==> src/rtl/llo_pkg.sv <==
// ----------------------------------------------------------------------------
// llo_pkg
// Types and codes shared by the layered lock order checker modules.
// ----------------------------------------------------------------------------
package llo_pkg;

	localparam logic [1:0] FUNC_ACQUIRE = 2'd0;
	localparam logic [1:0] FUNC_RELEASE = 2'd1;
	localparam logic [1:0] FUNC_QUERY   = 2'd2;
	localparam logic [1:0] FUNC_UNUSED  = 2'd3;

	localparam logic [2:0] ST_OK            = 3'd0;
	localparam logic [2:0] ST_NOTHING_NEW   = 3'd1;
	localparam logic [2:0] ST_EXCL_OVER_SH  = 3'd2;
	localparam logic [2:0] ST_NOT_ABOVE     = 3'd3;
	localparam logic [2:0] ST_AFTER_EXCL    = 3'd4;
	localparam logic [2:0] ST_BELOW_SHARED  = 3'd5;
	localparam logic [2:0] ST_OVERFLOW      = 3'd6;
	localparam logic [2:0] ST_RELEASE_EMPTY = 3'd7;

	localparam logic signed [15:0] LAYER_MAX = 16'sh7fff;
	localparam logic signed [15:0] LAYER_MIN = -16'sh8000;

	typedef struct packed {
		logic [1:0]         func;
		logic [15:0]        lock_id;
		logic signed [15:0] layer;
		logic               want_exclusive;
		logic               last_in_request;
	} req_t;

	typedef struct packed {
		logic [2:0] status;
		logic [4:0] stack_depth;
		logic       any_held;
		logic       lock_held;
		logic       lock_held_exclusive;
	} rsp_t;

	typedef enum logic [3:0] {
		S_IDLE,
		S_SCAN,
		S_DRAIN,
		S_UPD,
		S_CHECK,
		S_WRITE,
		S_PUSH,
		S_REL,
		S_RESP
	} state_t;

	typedef struct packed {
		logic load;
		logic scan_clr;
		logic scan_step;
		logic upd;
		logic check;
		logic wr_step;
		logic push;
		logic rel_fin;
		logic clr_pend;
		logic resp_load;
	} cmd_t;

	typedef struct packed {
		logic [1:0] func;
		logic       last_in_request;
		logic       scan_last;
		logic       check_ok;
		logic       wr_done;
		logic       rsp_free;
	} stat_t;

endpackage

==> src/rtl/llo_datapath.sv <==
// ----------------------------------------------------------------------------
// llo_datapath
// Lock table, operation stack, pending request buffer and result register.
// ----------------------------------------------------------------------------
module llo_datapath #(
	parameter int HELD_ENTRIES = 32,
	parameter int STACK_DEPTH  = 16,
	parameter int REQUEST_MAX  = 8
) (
	input  logic            clk,
	input  logic            arst_n,
	input  llo_pkg::req_t   req,
	input  logic            rsp_stall,
	output logic            rsp_valid,
	output llo_pkg::rsp_t   rsp,
	input  llo_pkg::cmd_t   cmd,
	output llo_pkg::stat_t  stat
);

	localparam int HIDX_W = (HELD_ENTRIES > 1) ? $clog2(HELD_ENTRIES) : 1;
	localparam int FREE_W = $clog2(HELD_ENTRIES + 1);
	localparam int LVL_W  = (STACK_DEPTH > 1) ? $clog2(STACK_DEPTH) : 1;
	localparam int OCNT_W = $clog2(STACK_DEPTH + 1);
	localparam int PIDX_W = (REQUEST_MAX > 1) ? $clog2(REQUEST_MAX) : 1;
	localparam int PCNT_W = $clog2(REQUEST_MAX + 1);

	llo_pkg::req_t req_q;

	// Lock table: valid bits in flip-flops, the rest in memory.
	logic [HELD_ENTRIES-1:0] valid_q;
	logic [15:0]             id_mem   [HELD_ENTRIES];
	logic                    mode_mem [HELD_ENTRIES];
	logic [LVL_W-1:0]        lvl_mem  [HELD_ENTRIES];

	logic [HIDX_W-1:0] cnt_q;
	logic              go_s1;
	logic [HIDX_W-1:0] idx_s1;
	logic              vld_s1;
	logic [15:0]       id_s1;
	logic              mode_s1;
	logic [LVL_W-1:0]  lvl_s1;
	logic              hit_q;
	logic              hitx_q;
	logic [FREE_W-1:0] free_q;
	logic [PCNT_W-1:0] k_q;

	// Operation stack.
	logic signed [15:0] stk_layer_mem [STACK_DEPTH];
	logic               stk_ex_mem    [STACK_DEPTH];
	logic signed [15:0] top_layer_q;
	logic               top_ex_q;
	logic [OCNT_W-1:0]  op_cnt_q;
	logic [LVL_W-1:0]   top_idx;
	logic [LVL_W-1:0]   push_idx;

	// Pending request buffer.
	logic [15:0]        pend_id_q [REQUEST_MAX];
	logic [PCNT_W-1:0]  pend_cnt_q;
	logic signed [15:0] pmin_q;
	logic signed [15:0] pmax_q;
	logic [2:0]         perr_q;
	logic               in_pend;

	logic [2:0]  st_q;
	logic [2:0]  chk_status;
	logic        scan_last;
	logic        wr_free;
	logic        id_match;

	llo_pkg::rsp_t rsp_q;
	logic          rsp_valid_q;

	assign top_idx   = LVL_W'(op_cnt_q - OCNT_W'(1));
	assign push_idx  = LVL_W'(op_cnt_q);
	assign scan_last = (cnt_q == HIDX_W'(HELD_ENTRIES - 1));
	assign wr_free   = !valid_q[cnt_q];
	assign id_match  = vld_s1 && (id_s1 == req_q.lock_id);

	always_ff @(posedge clk) begin
		if (cmd.load) req_q <= req;
	end

	always_comb begin
		in_pend = 1'b0;
		for (int i = 0; i < REQUEST_MAX; i++) begin
			if ((PCNT_W'(i) < pend_cnt_q) && (pend_id_q[i] == req_q.lock_id)) in_pend = 1'b1;
		end
	end

	always_comb begin
		if (perr_q != llo_pkg::ST_OK) begin
			chk_status = perr_q;
		end else if (pend_cnt_q == '0) begin
			chk_status = llo_pkg::ST_NOTHING_NEW;
		end else if ((op_cnt_q != '0) && req_q.want_exclusive && (pmin_q <= top_layer_q)) begin
			chk_status = llo_pkg::ST_NOT_ABOVE;
		end else if ((op_cnt_q != '0) && !req_q.want_exclusive && top_ex_q
				&& (pmin_q <= top_layer_q)) begin
			chk_status = llo_pkg::ST_AFTER_EXCL;
		end else if ((op_cnt_q != '0) && !req_q.want_exclusive && !top_ex_q
				&& (pmin_q < top_layer_q)) begin
			chk_status = llo_pkg::ST_BELOW_SHARED;
		end else if ((32'(op_cnt_q) >= 32'(STACK_DEPTH)) || (32'(free_q) < 32'(pend_cnt_q))) begin
			chk_status = llo_pkg::ST_OVERFLOW;
		end else begin
			chk_status = llo_pkg::ST_OK;
		end
	end

	// Table memories: registered read for the scan, single write port.
	always_ff @(posedge clk) begin
		if (cmd.wr_step && wr_free) begin
			id_mem[cnt_q]   <= pend_id_q[PIDX_W'(k_q)];
			mode_mem[cnt_q] <= req_q.want_exclusive;
			lvl_mem[cnt_q]  <= push_idx;
		end
		id_s1   <= id_mem[cnt_q];
		mode_s1 <= mode_mem[cnt_q];
		lvl_s1  <= lvl_mem[cnt_q];
		idx_s1  <= cnt_q;
		vld_s1  <= valid_q[cnt_q];
	end

	always_ff @(posedge clk) begin
		if (cmd.push) begin
			stk_layer_mem[push_idx] <= pmax_q;
			stk_ex_mem[push_idx]    <= req_q.want_exclusive;
		end
		top_layer_q <= stk_layer_mem[top_idx];
		top_ex_q    <= stk_ex_mem[top_idx];
	end

	always_ff @(posedge clk or negedge arst_n) begin
		if (!arst_n) begin
			valid_q <= '0;
		end else if (cmd.wr_step && wr_free) begin
			valid_q[cnt_q] <= 1'b1;
		end else if (go_s1 && (req_q.func == llo_pkg::FUNC_RELEASE) && vld_s1
				&& (lvl_s1 == top_idx)) begin
			// Entries tagged with the top level are freed as the scan passes.
			valid_q[idx_s1] <= 1'b0;
		end
	end

	always_ff @(posedge clk or negedge arst_n) begin
		if (!arst_n) begin
			cnt_q  <= '0;
			go_s1  <= 1'b0;
			hit_q  <= 1'b0;
			hitx_q <= 1'b0;
			free_q <= '0;
			k_q    <= '0;
		end else begin
			go_s1 <= cmd.scan_step;
			if (cmd.scan_clr) begin
				cnt_q  <= '0;
				hit_q  <= 1'b0;
				hitx_q <= 1'b0;
				k_q    <= '0;
				if (!cmd.check) free_q <= '0;
			end else if (cmd.scan_step || cmd.wr_step) begin
				cnt_q <= cnt_q + HIDX_W'(1);
				if (cmd.wr_step && wr_free) k_q <= k_q + PCNT_W'(1);
			end
			if (go_s1) begin
				if (id_match && !hit_q) begin
					hit_q  <= 1'b1;
					hitx_q <= mode_s1;
				end
				if (!vld_s1) free_q <= free_q + FREE_W'(1);
			end
		end
	end

	always_ff @(posedge clk) begin
		if (cmd.upd && !hit_q && !in_pend && (32'(pend_cnt_q) < 32'(REQUEST_MAX))) begin
			pend_id_q[PIDX_W'(pend_cnt_q)] <= req_q.lock_id;
		end
	end

	always_ff @(posedge clk or negedge arst_n) begin
		if (!arst_n) begin
			pend_cnt_q <= '0;
			pmin_q     <= llo_pkg::LAYER_MAX;
			pmax_q     <= llo_pkg::LAYER_MIN;
			perr_q     <= llo_pkg::ST_OK;
		end else if (cmd.clr_pend) begin
			pend_cnt_q <= '0;
			pmin_q     <= llo_pkg::LAYER_MAX;
			pmax_q     <= llo_pkg::LAYER_MIN;
			perr_q     <= llo_pkg::ST_OK;
		end else if (cmd.upd) begin
			if (hit_q) begin
				if (req_q.want_exclusive && !hitx_q && (perr_q == llo_pkg::ST_OK)) begin
					perr_q <= llo_pkg::ST_EXCL_OVER_SH;
				end
			end else if (!in_pend) begin
				if (32'(pend_cnt_q) >= 32'(REQUEST_MAX)) begin
					if (perr_q == llo_pkg::ST_OK) perr_q <= llo_pkg::ST_OVERFLOW;
				end else begin
					pend_cnt_q <= pend_cnt_q + PCNT_W'(1);
					if (req_q.layer < pmin_q) pmin_q <= req_q.layer;
					if (req_q.layer > pmax_q) pmax_q <= req_q.layer;
				end
			end
		end
	end

	always_ff @(posedge clk or negedge arst_n) begin
		if (!arst_n) begin
			op_cnt_q <= '0;
			st_q     <= llo_pkg::ST_OK;
		end else begin
			if (cmd.load) st_q <= llo_pkg::ST_OK;
			if (cmd.check) st_q <= chk_status;
			if (cmd.push) op_cnt_q <= op_cnt_q + OCNT_W'(1);
			if (cmd.rel_fin) begin
				if (op_cnt_q == '0) begin
					st_q <= llo_pkg::ST_RELEASE_EMPTY;
				end else begin
					op_cnt_q <= op_cnt_q - OCNT_W'(1);
				end
			end
		end
	end

	always_ff @(posedge clk or negedge arst_n) begin
		if (!arst_n) begin
			rsp_valid_q <= 1'b0;
		end else if (cmd.resp_load) begin
			rsp_valid_q <= 1'b1;
		end else if (!rsp_stall) begin
			rsp_valid_q <= 1'b0;
		end
	end

	always_ff @(posedge clk) begin
		if (cmd.resp_load) begin
			rsp_q.status              <= st_q;
			rsp_q.stack_depth         <= 5'(32'(op_cnt_q));
			rsp_q.any_held            <= (op_cnt_q != '0);
			rsp_q.lock_held           <= (req_q.func == llo_pkg::FUNC_QUERY) && hit_q;
			rsp_q.lock_held_exclusive <= (req_q.func == llo_pkg::FUNC_QUERY) && hit_q && hitx_q;
		end
	end

	assign rsp       = rsp_q;
	assign rsp_valid = rsp_valid_q;

	always_comb begin
		stat.func            = req_q.func;
		stat.last_in_request = req_q.last_in_request;
		stat.scan_last       = scan_last;
		stat.check_ok        = (chk_status == llo_pkg::ST_OK);
		stat.wr_done         = scan_last || (wr_free && ((k_q + PCNT_W'(1)) == pend_cnt_q));
		stat.rsp_free        = !rsp_valid_q || !rsp_stall;
	end

endmodule

==> config.mk <==
export PLATFORM = sky130hd
export DESIGN_NAME = llo_datapath
export DESIGN_NICKNAME = d
export VERILOG_FILES = /design/src/rtl/llo_pkg.sv /design/src/rtl/llo_datapath.sv
export SDC_FILE = /design/constraint.sdc
export NUM_CORES = 1
export LEC_CHECK = 0
export CAP_MARGIN = 40
export CORE_MARGIN = 2
export CORE_UTILIZATION = 40
export CTS_BUF_LIST = sky130_fd_sc_hd__clkbuf_8
export CTS_CLUSTER_SIZE = 14
export DETAILED_ROUTE_END_ITERATION = 7
export DONT_BUFFER_PORTS = 1
export PLACE_DENSITY = 0.51
export REMOVE_ABC_BUFFERS = 1
export SETUP_SLACK_MARGIN = 0.02
export SLEW_MARGIN = 40
export SYNTH_ARGS = -nofsm -noshare
export SYNTH_HDL_FRONTEND = slang
export SYNTH_SLANG_ARGS = --single-unit
==> constraint.sdc <==
create_clock -name clk -period 13 [get_ports clk]
set_input_delay 3.9 -clock clk [delete_from_list [all_inputs] [get_ports clk]]
set_output_delay 3.9 -clock clk [all_outputs]
set_load 0.02 [all_outputs]
==> flow_summary.toml <==
[global_routing]
antenna_found_initial = 9
grt_util_all_layers_pct = 19.9
grt_first_pass_wirelength_um = 187000
grt_pass1_vias = 27119
grt_start_max_net_pins = 98
gr-total-overflow = 0

[flow_run]
cap_viol_max_count = 0

[min_path]
hold_class = "reg -> reg"
whs_endpoint = "hitx_q"
min_path_cells = 1
min-delay-start = "mode_s1"

[final_layout]
area_growth_syn_to_layout_pct = 12.7
fin_nets = 2909
drive_above_1_share_pct = 25.8
final_util_pct = 45.6
n_fill_cell = 10631
fin_area_sq_um = 57500

[critical_path]
r2r_cells = 8
max_stage_delay_ns = 0.17
r2r-start = "cnt_q[1]"
cp_max_fo = 2
critPathLaunchType = "primary input"
end_kind = "primary output"
critical-path-top-delay-family = "simple AND/OR/NAND/NOR gates"
slowest_stage = "nand2_1"
worst-path-buf-inv = 0
worstSetupPathType = "in -> out"
crit_chain = "nand2_1"
worstPathRequired_ns = 9.10
r2r_slack_ns = 7.83
r2r_end = "id_mem[19][4]"
arrival_ns = 4.07

[clock_network]
h-tree-depth = 4
root_buffer = "clkbuf_8"
cts_setup_buffers = 0
cts_buffers = 209
cts_tree = "built"
clk_path_buf_depth = 3
hold_buffers = 0
clk_latency_ns = 0.92
cts_sinks = 1260
ctsResizeCount = 0
clkTransAtPathRegs_ns = 0.06

[power]
leakagePower_nw = 19.0
powerDensity_nw_per_um2 = 178
seqPwrFrac_pct = 49.3
power_frac_comb_pct = 19.2
p_switching_mw = 2.93
power.internal_mw = 7.32
ir_worst_vdd_mv = 0.127
switching_share_pct = 28.6
p_clk_share_pct = 31.5

[yosys]
yosys_warnings = 0
async_flop_share_pct = 7.70
synth_cells = 2634
synth_flop_cell = "edfxtp_1"
synth_edf_count = 1119
syn-mean-instance-area_sq_um = 19.4
yosysSeqAreaShare_pct = 72.4
ys_seq_elements = 1260
ys_types = 78
synth_area_sq_um = 51000

[die]
ioPinCount = 68
die_h_um = 361
die_x_um = 361
core_area_sq_um = 126000
rows = 130
start_util_pct = 40.4
dieArea_sq_um = 130000

[placed_design]
place_worst_setup_slack_ns = 5.02
dp_hpwl_um = 78400
placed_cell_area_sq_um = 53500
gp_congestion = 0.799
numPortBuffers = 0

[drt]
vias = 25523
ant_nets = 0
wl_um = 129000
drc = 0
first_pass_iters = 5
drt-initial-drc-count = 2271
wire_per_inst_um = 27.8
vias_per_cell = 5.52

[sta]
slew_headroom_pct = 39.9
tns_ns = 0
max_freq_mhz = 125
tightest_slew_ns = 0.901
period_minus_slack_ns = 7.97
fin_skew_ns = 0.0699
layout_setup_ws_ns = 5.03
period_share_pct = 61.3
drv_slew = 0
hold_violations = 0
final-setup-viol-count = 0
timing.hold.ws_ns = 0.499
rsz0062_at_grt = "false"

[status]
status = "finished clean"
-- flip-flops by register name (all words and copies together), names as in the netlist, 6 cells and up --
register / cells
lvl_mem: 128
top_layer_q: 16
rsp: 11
valid_q: 32
free_q: 6
stk_ex_mem: 16
mode_mem: 32
id_s1: 16
req_q: 33
pend_id_q: 128
pmax_q: 16
stk_layer_mem: 256
pmin_q: 16
id_mem: 512
-- worst max-delay path by stage --
stage / from / end / cells past startpoint
3_5_place_dp: rsp_stall / stat[0] / 1
3_3_place_gp: rsp_stall / stat[0] / 1
2_1_floorplan: cnt_q[0] / stat[1] / 4
6_report: rsp_stall / stat[0] / 1
4_1_cts: cnt_q[0] / stat[1] / 6
5_1_grt: rsp_stall / stat[0] / 1
-- cell type report --
| cell class | count | area, sq um | share of cell area, % |
|---|---|---|---|
| antenna | 4 | 10.0 | 0.0174 |
| inverter | 71 | 267 | 0.464 |
| clock buffer | 225 | 3100 | 5.39 |
| clock inverter | 161 | 777 | 1.35 |
| tap | 1650 | 2060 | 3.59 |
| sequential | 1260 | 36900 | 64.3 |
| timing repair buffer | 93 | 955 | 1.66 |
| multi-input combinational | 1161 | 13300 | 23.2 |
-- cells in the final DEF (no fill, tap or decap), types with 34 or more instances in the layout --
| master | Yosys | layout |
|---|---|---|
| clkbuf_8 | 0 | 225 |
| nand2_1 | 34 | 34 |
| clkinv_1 | 0 | 50 |
| a21oi_1 | 36 | 36 |
| dfrtp_1 | 81 | 76 |
| xnor2_1 | 71 | 71 |
| mux2i_1 | 35 | 35 |
| buf_4 | 18 | 70 |
| inv_1 | 69 | 145 |
| a22oi_1 | 88 | 88 |
| xor2_1 | 91 | 91 |
| dfxtp_1 | 44 | 44 |
| nor2_1 | 103 | 65 |
| edfxtp_1 | 1119 | 1119 |
| nand4_1 | 45 | 45 |
| mux4_2 | 293 | 293 |
| ha_1 | 64 | 63 |
-- per-stage QoR --
stage                     power [mW]  instances
final                           10.3       4625
after global routing            10.7       4622
after CTS                       10.4       4615
after detailed placement        7.13       4229
after global placement          7.06       4215
after floorplan                 6.40       2492
-- worst reg2reg max path: cells and delay by family (launching register included) --
family          cells  cell delay (ns)
buf+inv             2             1.02
simple gates        4             2.35
mux                 1             0.43
flops               1             0.85
compound gates      1             0.18
-- per-layer routing --
layer,share of wire (%),vias up,global-route usage [%]
met5,0,-,0
met4,3.0,0,7.27
met3,5.8,203,4.58
met2,49,709,32.4
met1,43,13615,26.3
li1,-,10996,-
-- power by group through the flow --
stage	combinational [mW]	clock, mW	sequential, mW
after global routing	2.12	3.51	5.08
after CTS	2.00	3.33	5.06
final	1.97	3.23	5.05
after floorplan	1.24	0	5.16
after detailed placement	1.99	0	5.14
after global placement	1.90	0	5.16
-- cells in the mapped netlist, drive strengths merged, types with 4 or more instances --
cell     instances  area, sq um
a21o             7         52.6
o21ai           20          100
dfxtp           44          881
or2b            21          158
nand2b          25          156
nor2           104          393
inv             71          267
dfrtp           81         2030
or4              4         33.8
or3              6         37.5
buf             67          413
nand2           37          146
a2bb2oi         12          105
xor2            94          846
mux4           293         6600
nor4b            4         53.8
clkbuf          72          270
xnor2           73          654
nand3           17         95.1
nor3            17         85.1
ha              64          801
and3            13         81.3
a31oi           17          106
mux2            21          236
nand4           47          307
dfstp           16          420
and2             9         56.3
nor4            27          199
nor3b           11         87.6
o32a             4         40.0
a21oi           36          180
edfxtp        1119        33600
a2111oi          4         41.3
mux2i           35          350
nor2b            9         56.3
a22oi           88          661
-- cells by family after synthesis --
| family | after synthesis | share of synthesized area [%] |
|---|---|---|
| multiplexers | 349 | 14.1 |
| XOR/XNOR | 167 | 2.94 |
| AND/OR/NAND/NOR | 363 | 4.02 |
| AO/OA/AOI/OAI | 218 | 3.01 |
| flip-flops | 1260 | 72.4 |
| buffers and inverters | 213 | 1.92 |
| adder cells (fa/ha/maj) | 64 | 1.57 |
(Power assumes the default switching activity.)
